$ cat src/sv/mpas_pkg.sv
// Shared mode codes and controller-to-datapath command type.
package mpas_pkg;

  localparam logic [1:0] MODE_ADD = 2'd0;
  localparam logic [1:0] MODE_SUB = 2'd1;
  localparam logic [1:0] MODE_MOD = 2'd2;

  typedef struct packed {
    logic arith;
    logic sub;
    logic mod_wr;
    logic mod_end;
    logic rd_en;
    logic rd_last;
  } cmd_t;

endpackage

$ cat src/sv/multiprecision_add_sub_modadd.sv
// Add/subtract: each limb result strobes in the cycle after its beat is taken.
// Modular add: busy_o is high from the cycle after the final limb beat until the last
// stored word is read; each stored word strobes after the RAM read and done registers.
// Throughput: one limb beat per cycle while busy_o is low, set by the single-word
// adder chain; busy_o holds off new beats during a drain. Results are never stalled.
// Reset (rst_ni low, async) clears carry, borrow, word count and controller state.
module multiprecision_add_sub_modadd
  import mpas_pkg::*;
#(
  parameter int unsigned WORD_BITS = 32,
  parameter int unsigned MAX_WORDS = 8
) (
  input  logic        clk_i,
  input  logic        rst_ni,
  input  logic        start_i,
  output logic        busy_o,
  input  logic [1:0]  mode_i,
  input  logic [31:0] a_word_i,
  input  logic [31:0] b_word_i,
  input  logic [31:0] modulus_word_i,
  input  logic        last_in_i,
  output logic        done_o,
  output logic [31:0] result_word_o,
  output logic        carry_out_o,
  output logic        last_out_o
);

  localparam int unsigned AW = (MAX_WORDS > 1) ? $clog2(MAX_WORDS) : 1;

  cmd_t          cmd;
  logic [AW-1:0] rd_addr;
  logic [AW-1:0] count;

  mpas_ctrl #(
    .MAX_WORDS (MAX_WORDS)
  ) u_ctrl (
    .clk_i     (clk_i),
    .rst_ni    (rst_ni),
    .start_i   (start_i),
    .mode_i    (mode_i),
    .last_in_i (last_in_i),
    .count_i   (count),
    .busy_o    (busy_o),
    .cmd_o     (cmd),
    .rd_addr_o (rd_addr)
  );

  mpas_dp #(
    .WORD_BITS (WORD_BITS),
    .MAX_WORDS (MAX_WORDS)
  ) u_dp (
    .clk_i          (clk_i),
    .rst_ni         (rst_ni),
    .cmd_i          (cmd),
    .rd_addr_i      (rd_addr),
    .a_word_i       (a_word_i),
    .b_word_i       (b_word_i),
    .modulus_word_i (modulus_word_i),
    .last_in_i      (last_in_i),
    .count_o        (count),
    .done_o         (done_o),
    .result_word_o  (result_word_o),
    .carry_out_o    (carry_out_o),
    .last_out_o     (last_out_o)
  );

endmodule

$ cat src/sv/mpas_ram.sv
// Generic single-write, single-read RAM with registered read data.
module mpas_ram #(
  parameter int unsigned WIDTH = 64,
  parameter int unsigned DEPTH = 8,
  parameter int unsigned ADDR_BITS = (DEPTH > 1) ? $clog2(DEPTH) : 1
) (
  input  logic                 clk_i,
  input  logic                 we_i,
  input  logic [ADDR_BITS-1:0] waddr_i,
  input  logic [WIDTH-1:0]     wdata_i,
  input  logic                 re_i,
  input  logic [ADDR_BITS-1:0] raddr_i,
  output logic [WIDTH-1:0]     rdata_o
);

  logic [WIDTH-1:0] mem_q [DEPTH];
  logic [WIDTH-1:0] rdata_q;

  always_ff @(posedge clk_i) begin
    if (we_i) begin
      mem_q[waddr_i] <= wdata_i;
    end
    if (re_i) begin
      rdata_q <= mem_q[raddr_i];
    end
  end

  assign rdata_o = rdata_q;

endmodule

$ cat src/sv/mpas_ctrl.sv
// Controller: accepts beats, sequences the modular drain of stored words.
module mpas_ctrl
  import mpas_pkg::*;
#(
  parameter int unsigned MAX_WORDS = 8,
  parameter int unsigned AW = (MAX_WORDS > 1) ? $clog2(MAX_WORDS) : 1
) (
  input  logic          clk_i,
  input  logic          rst_ni,
  input  logic          start_i,
  input  logic [1:0]    mode_i,
  input  logic          last_in_i,
  input  logic [AW-1:0] count_i,
  output logic          busy_o,
  output cmd_t          cmd_o,
  output logic [AW-1:0] rd_addr_o
);

  localparam logic IDLE  = 1'b0;
  localparam logic DRAIN = 1'b1;

  logic          state_q, state_d;
  logic [AW-1:0] rd_q, rd_d;
  logic [AW-1:0] end_q, end_d;
  logic          accept;
  logic          run_end;

  assign accept  = start_i && (state_q == IDLE);
  assign run_end = last_in_i || (count_i == AW'(MAX_WORDS - 1));

  always_comb begin
    state_d = state_q;
    rd_d    = rd_q;
    end_d   = end_q;
    cmd_o   = '0;
    case (state_q)
      IDLE: begin
        if (accept) begin
          case (mode_i)
            MODE_ADD, MODE_SUB: begin
              cmd_o.arith = 1'b1;
              cmd_o.sub   = (mode_i == MODE_SUB);
            end
            MODE_MOD: begin
              cmd_o.mod_wr  = 1'b1;
              cmd_o.mod_end = run_end;
              if (run_end) begin
                state_d = DRAIN;
                rd_d    = '0;
                end_d   = count_i;
              end
            end
            default: ;
          endcase
        end
      end
      DRAIN: begin
        cmd_o.rd_en   = 1'b1;
        cmd_o.rd_last = (rd_q == end_q);
        rd_d          = rd_q + AW'(1);
        if (rd_q == end_q) begin
          state_d = IDLE;
        end
      end
      default: state_d = IDLE;
    endcase
  end

  always_ff @(posedge clk_i or negedge rst_ni) begin
    if (!rst_ni) begin
      state_q <= IDLE;
      rd_q    <= '0;
      end_q   <= '0;
    end else begin
      state_q <= state_d;
      rd_q    <= rd_d;
      end_q   <= end_d;
    end
  end

  assign busy_o    = (state_q == DRAIN);
  assign rd_addr_o = rd_q;

`ifndef SYNTHESIS
  a_no_beat_in_drain: assert property (@(posedge clk_i) disable iff (!rst_ni)
    busy_o |-> !(cmd_o.arith || cmd_o.mod_wr))
    else $error("beat taken while draining");
  a_rd_in_range: assert property (@(posedge clk_i) disable iff (!rst_ni)
    (state_q == DRAIN) |-> (rd_q <= end_q))
    else $error("drain address past run end");
  a_drain_exit: assert property (@(posedge clk_i) disable iff (!rst_ni)
    cmd_o.rd_last |=> (state_q == IDLE))
    else $error("drain did not finish");
  a_drain_entry: assert property (@(posedge clk_i) disable iff (!rst_ni)
    cmd_o.mod_end |=> (state_q == DRAIN) && (rd_q == '0))
    else $error("modular run end did not start drain");
`endif

endmodule

$ cat src/sv/mpas_dp.sv
// Datapath: word adder/subtractor, carry chain, word store and result registers.
module mpas_dp
  import mpas_pkg::*;
#(
  parameter int unsigned WORD_BITS = 32,
  parameter int unsigned MAX_WORDS = 8,
  parameter int unsigned AW = (MAX_WORDS > 1) ? $clog2(MAX_WORDS) : 1
) (
  input  logic          clk_i,
  input  logic          rst_ni,
  input  cmd_t          cmd_i,
  input  logic [AW-1:0] rd_addr_i,
  input  logic [31:0]   a_word_i,
  input  logic [31:0]   b_word_i,
  input  logic [31:0]   modulus_word_i,
  input  logic          last_in_i,
  output logic [AW-1:0] count_o,
  output logic          done_o,
  output logic [31:0]   result_word_o,
  output logic          carry_out_o,
  output logic          last_out_o
);

  localparam int unsigned WB = WORD_BITS;

  logic [95:0]       a_ext, b_ext, p_ext;
  logic [WB-1:0]     a_w, b_w, p_w;
  logic [WB:0]       sum, diff, red;
  logic              use_red;
  logic [2*WB-1:0]   rdata;
  logic [WB-1:0]     out_w;
  logic [WB+31:0]    out_ext;

  logic              carry_q, carry_d;
  logic              rborrow_q, rborrow_d;
  logic [AW-1:0]     count_q, count_d;
  logic              use_red_q;
  logic              done_q, src_ram_q, last_q, cout_q;
  logic [WB-1:0]     word_q;

  assign a_ext = {64'd0, a_word_i};
  assign b_ext = {64'd0, b_word_i};
  assign p_ext = {64'd0, modulus_word_i};
  assign a_w   = a_ext[WB-1:0];
  assign b_w   = b_ext[WB-1:0];
  assign p_w   = p_ext[WB-1:0];

  assign sum     = {1'b0, a_w} + {1'b0, b_w} + (WB+1)'(carry_q);
  assign diff    = {1'b0, a_w} - {1'b0, b_w} - (WB+1)'(carry_q);
  assign red     = {1'b0, sum[WB-1:0]} - {1'b0, p_w} - (WB+1)'(rborrow_q);
  assign use_red = sum[WB] || !red[WB];

  always_comb begin
    carry_d   = carry_q;
    rborrow_d = rborrow_q;
    count_d   = count_q;
    if (cmd_i.arith) begin
      carry_d = last_in_i ? 1'b0 : (cmd_i.sub ? diff[WB] : sum[WB]);
    end else if (cmd_i.mod_wr) begin
      carry_d   = cmd_i.mod_end ? 1'b0 : sum[WB];
      rborrow_d = cmd_i.mod_end ? 1'b0 : red[WB];
      count_d   = cmd_i.mod_end ? '0 : count_q + AW'(1);
    end
  end

  always_ff @(posedge clk_i or negedge rst_ni) begin
    if (!rst_ni) begin
      carry_q   <= 1'b0;
      rborrow_q <= 1'b0;
      count_q   <= '0;
      done_q    <= 1'b0;
      src_ram_q <= 1'b0;
      last_q    <= 1'b0;
      cout_q    <= 1'b0;
      use_red_q <= 1'b0;
    end else begin
      carry_q   <= carry_d;
      rborrow_q <= rborrow_d;
      count_q   <= count_d;
      done_q    <= cmd_i.arith || cmd_i.rd_en;
      src_ram_q <= cmd_i.rd_en;
      last_q    <= cmd_i.arith ? last_in_i : cmd_i.rd_last;
      cout_q    <= cmd_i.arith && last_in_i && (cmd_i.sub ? diff[WB] : sum[WB]);
      if (cmd_i.mod_end) begin
        use_red_q <= use_red;
      end
    end
  end

  always_ff @(posedge clk_i) begin
    if (cmd_i.arith) begin
      word_q <= cmd_i.sub ? diff[WB-1:0] : sum[WB-1:0];
    end
  end

  mpas_ram #(
    .WIDTH (2 * WB),
    .DEPTH (MAX_WORDS)
  ) u_store (
    .clk_i   (clk_i),
    .we_i    (cmd_i.mod_wr),
    .waddr_i (count_q),
    .wdata_i ({red[WB-1:0], sum[WB-1:0]}),
    .re_i    (cmd_i.rd_en),
    .raddr_i (rd_addr_i),
    .rdata_o (rdata)
  );

  assign out_w   = src_ram_q ? (use_red_q ? rdata[2*WB-1:WB] : rdata[WB-1:0]) : word_q;
  assign out_ext = {32'd0, out_w};

  assign count_o       = count_q;
  assign done_o        = done_q;
  assign result_word_o = out_ext[31:0];
  assign carry_out_o   = cout_q;
  assign last_out_o    = last_q;

endmodule
$ cat config.mk
export PLATFORM = sky130hd
export DESIGN_NAME = multiprecision_add_sub_modadd
export DESIGN_NICKNAME = d
export VERILOG_FILES = /design/src/sv/mpas_pkg.sv /design/src/sv/multiprecision_add_sub_modadd.sv /design/src/sv/mpas_ram.sv /design/src/sv/mpas_ctrl.sv /design/src/sv/mpas_dp.sv
export SDC_FILE = /design/constraint.sdc
export NUM_CORES = 1
export LEC_CHECK = 0
export BUFFER_PORTS_ARGS = -buffer_cell sky130_fd_sc_hd__buf_2
export CAP_MARGIN = 40
export CELL_PAD_IN_SITES_DETAIL_PLACEMENT = 2
export CELL_PAD_IN_SITES_GLOBAL_PLACEMENT = 2
export CORE_UTILIZATION = 49
export DETAILED_ROUTE_END_ITERATION = 16
export GPL_TIMING_DRIVEN = 0
export HOLD_SLACK_MARGIN = 0.02
export PLACE_DENSITY_LB_ADDON = 0.08
export SLEW_MARGIN = 5
export SYNTH_ARGS = -nofsm -noshare
export SYNTH_HDL_FRONTEND = slang
export SYNTH_HIERARCHICAL = 1
export SYNTH_SLANG_ARGS = --single-unit
$ cat constraint.sdc
create_clock -name clk_i -period 10.9 [get_ports clk_i]
set_clock_uncertainty 0.1 [all_clocks]
set_input_delay 1.09 -clock clk_i [delete_from_list [all_inputs] [get_ports clk_i]]
set_output_delay 1.09 -clock clk_i [all_outputs]
set_load 0.01 [all_outputs]
# Word-level counts from Yosys, hierarchy flattened
# Memories as Yosys holds them, arrays and structs flattened. A register that Yosys moved wholly into a read port is not among the register bits.
# Index checks and enable logic that the tools add are counted.
[word_totals]
ff_bits = 49
ram_bits = 512
inputBits = 102
output_inout_bits = 36
wordCells = 70
memories = 1
[op_classes]
n_addsub = 8
n_eq_ne = 7
mux = 27
bitwise_logic = 2
reduce_logical = 13
[mem_list]
columns = ["name", "words", "word_bits", "read_ports", "rd_clocked_by_memory_dff", "wr", "line", "source"]
rows = [
  ["u_dp.u_store.mem_q", 8, 64, 1, 1, 1, "mpas_ram.sv:16", "logic [WIDTH-1:0] mem_q [DEPTH];"],
]
[op_table]
columns = ["operator", "count"]
rows = [
  ["$mux W32", 3],
  ["$sub A32 B32 Y33", 2],
  ["$sub A33 B1 Y33", 2],
  ["$add A32 B32 Y33", 1],
  ["$add A33 B1 Y33", 1],
  ["$mux W1", 13],
  ["$mux W3", 4],
  ["$mux W4", 2],
  ["$add A3 B1 Y3 const B", 2],
  ["$mux W2", 3],
  ["$pmux W3 S2", 1],
  ["$ne A2 B1 Y1 const B", 2],
  ["$reduce_and A4 Y1", 1],
  ["$eq A3 B3 Y1", 1],
  ["$eq A3 B3 Y1 const B", 1],
  ["$logic_and A1 B1 Y1", 3],
  ["$logic_or A1 B1 Y1", 3],
  ["$reduce_and A3 Y1", 1],
  ["$eq A2 B1 Y1 const B", 1],
  ["$eq A2 B2 Y1 const B", 1],
  ["$logic_not A2 Y1", 1],
  ["$ne A2 B2 Y1 const B", 1],
  ["$not A1 Y1", 2],
  ["$pmux W1 S2", 1],
  ["other kinds (4)", 4],
]

# Logic depth before layout (Yosys ltp)
# Gate-level depths: netlist (run 1).
[logic_depth]
ltp_word = 8
mapped_depth = 24
mapped_depth_nobuf = 24

# Hierarchy
# The synthesis (run 1) kept the hierarchy.
[modules_own_cells]
columns = ["module", "n_inst", "cells_each", "area_each_um2", "seq_area_each_um2"]
rows = [
  ["mpas_ram", 1, 816, 21187.8, 17296.6],
  ["mpas_dp", 1, 1155, 8667.1, 1211.2],
  ["mpas_ctrl", 1, 39, 412.9, 175.2],
]

# Least setup slack after synthesis (run 1)
# OpenSTA, ideal clock, no wires.
[synth_path]
kind = "in2reg"
start = "input port mode_i[0]"
end = "memory u_dp.u_store.mem_q[4][0] (enable)"
setup_time_ns = 0.565
arrival_ns = 5.854
path_slack_ns = 4.382
stages = 4
n_path_buf = 0
cell_sequence = "nand4bb_4 clkinv_2 nand2_1 nor3_1"
[synth_lines]
columns = ["element", "line", "source"]
rows = [
  ["from (decl)", "multiprecision_add_sub_modadd.sv:17", "input logic [1:0] mode_i,"],
  ["to (decl)", "mpas_ram.sv:16", ""],
]

# Worst setup path after layout (run 1)
[layout_path]
start = "register u_dp.carry_q"
end = "memory u_dp.u_store.mem_q[7][63], data pin"
[layout_via]
elab_chain_cells = 3
[layout_rtl]
columns = ["element", "line", "source"]
rows = [
  ["from (decl)", "mpas_dp.sv:34", "logic carry_q, carry_d;"],
  ["from (signal assigned)", "mpas_dp.sv:77", "carry_q <= carry_d;"],
  ["$add A33 B1 Y33", "mpas_dp.sv:48", "assign sum = {1'b0, a_w} + {1'b0, b_w} + (WB+1)'(carry_q);"],
  ["$sub A32 B32 Y33", "mpas_dp.sv:50", "assign red = {1'b0, sum[WB-1:0]} - {1'b0, p_w} - (WB+1)'(rborrow_q);"],
  ["$sub A33 B1 Y33", "mpas_dp.sv:50", ""],
  ["net u_dp.red[31]", "mpas_dp.sv:28", "logic [WB:0] sum, diff, red;"],
]
# The timed path passes the listed nets, and every way through them passes these cells.

==> implementation parameters, run 1 <==
Parameter                              Value

Synthesis
  Register bit total from synthesis    625
  Share of the synthesized area in the top cell type    60.32%
  Most area-hungry cell type in the Yosys netlist    edfxtp_1
  Syn nets    2273
  Cell Area, Synth    30270 µm²
  Yosys warning count    6
  Synth Flop Type    edfxtp_1
  Synthesized area per cell    15.06 µm²
  Share of synthesized area occupied by flip-flops and latches    61.73%
  Share of flip-flops with an asynchronous set or reset    2.720%
  Synth cell types    84
  Number of flops mapped to enable cells by yosys    608
  Post-Syn Instances    2010
  Most area-consuming cells after synthesis    edfxtp_1, mux4_2, ha_1, inv_1, mux2_2

Clock network
  CTS tree    yes
  Number of H-tree levels    3
  Post-cts hold buffer count    0
  Insertion delay to the later sink of the worst-skew pair    620 ps
  Maximum clock insertion buffer count    3
  Number of sinks driven by the clock tree    625
  CTS Root Cell    clkbuf_16
  Clock transition at the registers of the reported paths    70 ps
  Quantity of gates resized following cts    0
  Buffer count from post-CTS setup fixing    0
  Number of CTS-inserted buffers    67

Worst setup path
  Critical Path End Type    flop
  Startpoint of the worst register-to-register path    u_dp/carry_q
  Setup slack on the worst flop-to-flop path    2630 ps
  Slowest-stage cell, CP    xnor2_1
  Cell family with the largest share of critical-path delay    compound AO/OA/AOI/OAI gates
  Worst endpoint required time    11080 ps
  Number of buffer and inverter instances along the worst setup path    2
  Most prevalent standard cell on the critical path    a21oi_1
  Crit Reg-Reg Endpoint    u_dp/u_store/mem_q[7][63]
  Slowest stage delay, CP    790 ps
  Number of cells on the worst reg-to-reg path    24
  Classification of the worst setup path    flop to flop
  Worst EP arrival    8450 ps
  Startpoint types    flop
  Chain of cells forming the critical path    inv_1 > fa_1 > fa_1 > nor2_1 > o221ai_1 > nand2b_1 > a21oi_1 > o21ai_0 > a21oi_1 > o21ai_0 > a21oi_1 > xnor2_1 > ha_1 > inv_1 > ha_1 > and4_1 > o21ai_0 > a21oi_1 > o211ai_1 > a31oi_1 > nand4_1 > nand4b_1 > a21oi_1 > xnor2_1
  Crit Path Max Fanout    8

Cells and area
  Post-synthesis to final-layout area growth    15.59%
  Net count, final    2541
  Commonest non-fill, non-tap cells in the layout    edfxtp_1, inv_1, ha_1, buf_2, a21oi_1
  Fin cells    3109
  Number of filler cells placed in the layout    5247
  Share of layout cells above drive strength 1    23.30%
  Post-layout util    57.64%
  Commonest non-fill, non-tap cell in the layout    edfxtp_1
  Non-Filler Cell Area, Final    34990 µm²

Routing
  Total wirelength of the detailed-routed design    118600 µm
  Routed wire per std cell    38.14 µm
  Remaining routing DRC violations    0
  Via total after detailed routing    20820
  Final antenna-violating net count    0
  Mean number of vias per cell    6.697
  Drt first pass iters    5
  Violation count after the first detailed-routing iteration    2547

Placement
  GPL Wtd Cong    0.8450
  Placed inst area    32760 µm²
  Number of buffers inserted by port buffering    137
  Setup slack after placement    2907 ps
  Inst Count DP    2979
  Sum of net half-perimeters after detailed placement    75750 µm

Pwr
  Leak    0.01289 µW
  Power density over cell area    265.0 nW/µm²
  Peak supply drop    0.0001300 V

STA
  Share of the cycle needed by the critical path after routing    75.90%
  Final worst path period need    8273 ps
  Final slew viol count    0
  Total of endpoints with negative setup slack in the final report    0
  Setup repair after global routing missed its margin    false
  Number of failing hold endpoints at the final stage    0
  Top achievable clock speed    120.9 MHz
  Actual slew at the worst max-slew pin    1033 ps
  Setup slack of the critical path after layout    2627 ps
  Remaining max-slew budget at the tightest pin    30.61%

Floorplanning
  Initial standard-cell utilization of the core    49.87%
  Overall die area    62770 µm²
  Top Ports    138
  Placement row count    90
  Die Height    250.5 µm
  Chip Width    250.5 µm
  Area of the core    60700 µm²

Global routing
  Vias in the first global route    22160
  Global-route wire length before repair    167200 µm
  Pin count of the biggest net entering global routing    45
  Global router's overall resource usage    37.70%
  Leftover overflow at the end of global routing    0
  Number of antenna violations at the first check in global routing    6

Outcome
  Result of the run    complete, no violations

Hold path
  HP Class    input port to async pin

Run
  Max-cap viol count    0
[power by group]
group / total (µW) / internal (µW) / switching [µW]
clock: 2370 / 1320 / 1050
sequential: 3430 / 3280 / 149
combinational: 3470 / 1240 / 2220
[layout make-up]
type / instances / area (µm²) / share of cell area, %
timing repair buffer: 199 / 1540 / 4.402
clock inverter: 33 / 291.5 / 0.8333
tap: 782 / 978.4 / 2.797
sequential: 625 / 18680 / 53.40
buffer: 66 / 367.9 / 1.051
multi-input combinational: 1101 / 10460 / 29.89
antenna: 1 / 2.502 / 0.007153
clock buffer: 84 / 1846 / 5.275
inverter: 218 / 819.5 / 2.342
[through the flow]
stage	power, µW	TNS [ps]	hold slack, ps
2_1_floorplan	5374	0	373.1
3_5_place_dp	6668	0	462.4
5_1_grt	9477	0	367.0
4_1_cts	9196	0	346.4
6_report	9271	0	357.9
3_3_place_gp	6262	-111440	421.4
[cells by family (layout without fill, tap and decap cells)]
kind of cell	after synthesis	count (layout)	share of synthesized area, %
flops	625	625	61.73
compound gates	335	335	7.090
buf+inv	284	600	3.923
simple gates	278	278	4.456
mux	235	235	13.34
fa+ha+maj	161	161	6.804
xor+xnor	92	92	2.662
other cells	0	1	0
[metal layers]
metal / part of all wire [%] / track usage [%] / up-vias
met5: 0.020 / 0 / -
met4: 4.2 / 14.20 / 4
met3: 8.2 / 5.653 / 303
met2: 49 / 63.16 / 1349
met1: 39 / 49.82 / 11010
li1: - / - / 8150
[synthesized netlist by cell type, types with 11 or more instances]
library cell and count:
edfxtp_1 608, inv_1 216, ha_1 155, a21oi_1 141, mux4_2 128, nor2_1 121
xnor2_1 72, mux2_2 67, o21ai_0 43, nand2_1 42, mux2i_1 40, a21o_1 34
clkbuf_1 31, nor3_1 22, xor2_1 20, dfrtp_1 17, nand2b_1 17, nand3_1 15
o21bai_1 15, buf_6 13, buf_1 12, a31oi_1 11, nor2b_1 11
[worst register-to-register path, stage by stage, from the launching register on]
cell and delay, ps:
dfrtp_1 600, inv_1 300, fa_1 510, fa_1 480
nor2_1 200, o221ai_1 190, nand2b_1 120, a21oi_1 90
o21ai_0 180, a21oi_1 120, o21ai_0 620, a21oi_1 290
xnor2_1 540, ha_1 350, inv_1 80, ha_1 240
and4_1 290, o21ai_0 110, a21oi_1 420, o211ai_1 320
a31oi_1 460, nand4_1 250, nand4b_1 190, a21oi_1 100
xnor2_1 790
[state kept, by name (all words and copies together), names as in the netlist, 3 cells and up]
name and flops:
u_dp/u_store/mem_q 512, u_dp/u_store/rdata_o 64, u_ctrl/end_q 3, u_dp/word_q 32
u_ctrl/rd_addr_o 3, u_dp/count_o 3
[how the worst max path moves through the flow]
stage	to	start	slack, ps	cells after the start
CTS	u_dp/u_store/mem_q[2][63]	u_dp/carry_q	2920	24
floorplan	u_dp/u_store/mem_q[4][0]	mode_i[0]	4380	4
global route	u_dp/u_store/mem_q[7][63]	u_dp/carry_q	2600	24
finish	u_dp/u_store/mem_q[7][63]	u_dp/carry_q	2630	24
global placement	u_dp/u_store/mem_q[4][37]	mode_i[0]	-890	5
detailed placement	u_dp/u_store/mem_q[4][63]	a_word_i[0]	2910	25
(Power assumes the default switching activity.)
==> run 2: changes to the inputs <==
--- a/config.mk
+++ b/config.mk
@@ -5,11 +5,12 @@
 export SDC_FILE = /design/constraint.sdc
 export NUM_CORES = 1
 export LEC_CHECK = 0
+export ABC_AREA = 1
 export BUFFER_PORTS_ARGS = -buffer_cell sky130_fd_sc_hd__buf_2
 export CAP_MARGIN = 40
 export CELL_PAD_IN_SITES_DETAIL_PLACEMENT = 2
 export CELL_PAD_IN_SITES_GLOBAL_PLACEMENT = 2
-export CORE_UTILIZATION = 49
+export CORE_UTILIZATION = 39
 export DETAILED_ROUTE_END_ITERATION = 16
 export GPL_TIMING_DRIVEN = 0
 export HOLD_SLACK_MARGIN = 0.02
==> constraint.sdc (replaced) <==
create_clock -name clk_i -period 7.8 [get_ports clk_i]
set_clock_uncertainty 0.1 [all_clocks]
set_input_delay 0.78 -clock clk_i [delete_from_list [all_inputs] [get_ports clk_i]]
set_output_delay 0.78 -clock clk_i [all_outputs]
set_load 0.01 [all_outputs]
==> run 2 against run 1 <==
Compared with the run above:
- final cell count up 78%
- die area is 44% higher
- final area rose by 14%
- critical path depth shrank 2
- synthesized area up 15%
- fmax up 40%
- largest cell class unchanged
- sequential cell count is the same
- largest power group unchanged
- worst hold slack improved by 4.6 ps
- utilization fell by 12 points
==> implementation parameters, run 2 <==
Parameter                              Value

Floorplanning
  Top Ports    138
  Placement row count    109
  Overall die area    90500 µm²
  Initial standard-cell utilization of the core    39.41%
  Area of the core    88370 µm²
  Die Height    300.8 µm
  Chip Width    300.8 µm

Synthesis
  Basic-gate share of the synthesized area counting and, or, nand and nor cells    23.35%
  Share of cell area taken by muxes after synthesis    0%
  Cell Area, Synth    34830 µm²
  Most area-consuming cells after synthesis    edfxtp_1, nand2_1, inv_1, ha_1, nand3_1
  Count leader, synth    nand2_1
  Number of flops mapped to enable cells by yosys    608
  Main combinational cell family by area after synthesis    simple AND/OR/NAND/NOR gates
  Synth cell types    50
  Yosys warning count    6
  Most numerous cell types in the synthesized netlist    nand2_1, inv_1, edfxtp_1
  Share of the synthesized area in the top cell type    52.43%
  Synth Flop Type    edfxtp_1
  Post-synthesis share of cell area spent on full adders, half adders and majority gates    5.914%
  Synthesized area per cell    8.586 µm²
  Syn nets    4319
  Post-Syn Instances    4056
  Share of synthesized area occupied by flip-flops and latches    53.65%
  Most area-hungry cell type in the Yosys netlist    edfxtp_1
  Share of the synthesized netlist area taken by xor and xnor gates    1.380%
  Register bit total from synthesis    625
  Share of flip-flops with an asynchronous set or reset    2.720%
  Synth Area in Compound Gates    4.153%

Clock network
  Number of sinks driven by the clock tree    625
  CTS tree    yes
  CTS Root Cell    clkbuf_16
  Insertion delay to the later sink of the worst-skew pair    620 ps
  Number of CTS-inserted buffers    69
  Number of H-tree levels    3
  Maximum clock insertion buffer count    3
  Clock transition at the registers of the reported paths    60 ps

STA
  Actual slew at the worst max-slew pin    1011 ps
  Final worst path period need    5898 ps
  Share of the cycle needed by the critical path after routing    75.61%
  Final slew viol count    0
  Setup repair after global routing missed its margin    false
  Top achievable clock speed    169.6 MHz
  Worst hold margin    362.5 ps
  Number of failing hold endpoints at the final stage    0
  Remaining max-slew budget at the tightest pin    32.56%
  Total of endpoints with negative setup slack in the final report    0

Worst setup path
  Worst setup startpoint    u_dp/carry_q
  Capture point of the critical path    u_dp/u_store/mem_q[3][49]
  Number of cells on the worst reg-to-reg path    22
  Worst endpoint required time    7990 ps
  Setup slack on the worst flop-to-flop path    1900 ps
  Most prevalent standard cell on the critical path    nand2_1
  Crit Reg-Reg Endpoint    u_dp/u_store/mem_q[3][49]
  Startpoint of the worst register-to-register path    u_dp/carry_q
  Startpoint types    flop
  Crit Path Max Fanout    10
  Critical Path End Type    flop
  Slowest-stage cell, CP    xor2_1
  Classification of the worst setup path    flop to flop
  Worst EP arrival    6090 ps
  Chain of cells forming the critical path    inv_1 > fa_1 > fa_1 > nor2_4 > inv_2 > a21oi_4 > nand2_1 > nand2_2 > nand2_2 > nand2_4 > xor2_4 > inv_1 > ha_1 > inv_1 > ha_1 > nand2_1 > o21ai_0 > a21oi_1 > o21ai_2 > nand2_1 > nand2_1 > xor2_1
  Slowest stage delay, CP    700 ps

Cells and area
  Post-layout util    45.19%
  Max reg flops    512
  Net count, final    4577
  Commonest non-fill, non-tap cell in the layout    nand2_1
  Share of layout cells above drive strength 1    10.79%
  Number of filler cells placed in the layout    9907
  Fin cells    5531
  Post-synthesis to final-layout area growth    14.68%
  Commonest non-fill, non-tap cells in the layout    nand2_1, inv_1, edfxtp_1, nand3_1, buf_2
  Biggest register    u_dp/u_store/mem_q
  Total inserted antenna cells    0

Pwr
  Power density over cell area    353.9 nW/µm²
  Power after layout    14140 µW
  Leak    0.01886 µW
  Peak supply drop    0.0001978 V

Routing
  Routed wire per std cell    25.33 µm
  Violation count after the first detailed-routing iteration    1741
  Total wirelength of the detailed-routed design    140100 µm
  Drt first pass iters    5
  Final antenna-violating net count    0
  Via total after detailed routing    28950
  Remaining routing DRC violations    0
  Mean number of vias per cell    5.233

Placement
  Inst Count DP    5402
  Sum of net half-perimeters after detailed placement    106500 µm
  GPL Wtd Cong    0.8589
  Number of buffers inserted by port buffering    137

Outcome
  Result of the run    complete, no violations

Run
  Max-cap viol count    0

Hold path
  HP Class    input port to flop
  Beginning of the worst hold path    last_in_i

Global routing
  Pin count of the biggest net entering global routing    36
  Global router's overall resource usage    30.86%
  Global-route wire length before repair    203700 µm
  Leftover overflow at the end of global routing    0
  Number of antenna violations at the first check in global routing    3
  Vias in the first global route    31750
## run 2: changes by cell type after synthesis, sizes merged, moves of 28 or more
cell,change
mux2,-67
nand2,+1314
a21oi,-34
inv,+667
o21ai,+28
xnor2,-55
mux4,-128
buf,+59
nand3,+342
nor2,+68
mux2i,-40
## run 2: metal layers
layer	vias to the layer above	share of wire (%)	global-route usage [%]
li1	13240	-	-
met1	14820	43	38.96
met2	693	51	55.45
met3	198	3.8	3.016
met4	0	2.9	9.355
met5	-	0	0
## run 2: what timing repair did
| item | CTS | global route |
|---|---|---|
| resized for setup | 0 | 0 |
| buffers inserted | 0 | 0 |
| hold buffers | 1 | 0 |
| hold endpoints to repair | 1 | 0 |
## run 2: logic make-up (layout without fill, tap and decap cells)
family	Yosys count	after routing
fa+ha+maj	161	161
simple gates	1962	1962
flops	625	625
buf+inv	1006	1316
compound gates	251	251
xor+xnor	51	51
## run 2: stage by stage
step / setup TNS [ps] / setup WS, ps / instance area, µm²
floorplan: 0 / 3175 / 34830
global placement: -56320 / -312.4 / 36970
detailed placement: 0 / 1594 / 37760
CTS: 0 / 1839 / 39900
global route: 0 / 1631 / 39940
finish: 0 / 1902 / 39940
## run 2: how the worst min path moves through the flow
stage | endpoint | cells past startpoint
5_1_grt | u_dp/carry_out_o | 3
4_1_cts | u_dp/last_out_o | 3
2_1_floorplan | u_ctrl/end_q[0] | 2
6_report | u_dp/carry_out_o | 3
3_3_place_gp | u_ctrl/end_q[0] | 2
3_5_place_dp | u_ctrl/end_q[0] | 2
## run 2: power by group
group,switching [µW],internal (µW),total (µW)
clock network,1380,1800,3190
logic,4570,1590,6170
registers,201,4580,4780
## run 2: critical path: cells and delay by family (launching register included)
family | cells | cell delay [ps]
adders and majority gates | 4 | 1650
xor gates and xnor gates | 2 | 1200
and+or+nand+nor | 8 | 980
AOI/OAI and AO/OA | 4 | 710
DFF | 1 | 500
buffers and inverters | 4 | 430
## run 2: layout make-up
cell class	count	area [µm²]	share of cell area, %
buffer	122	705.7	1.767
multi-input combinational	2425	12180	30.51
clock inverter	29	237.7	0.5952
timing repair buffer	187	1456	3.647
sequential	625	18680	46.78
clock buffer	94	1894	4.743
tap	1165	1458	3.650
inverter	884	3321	8.314
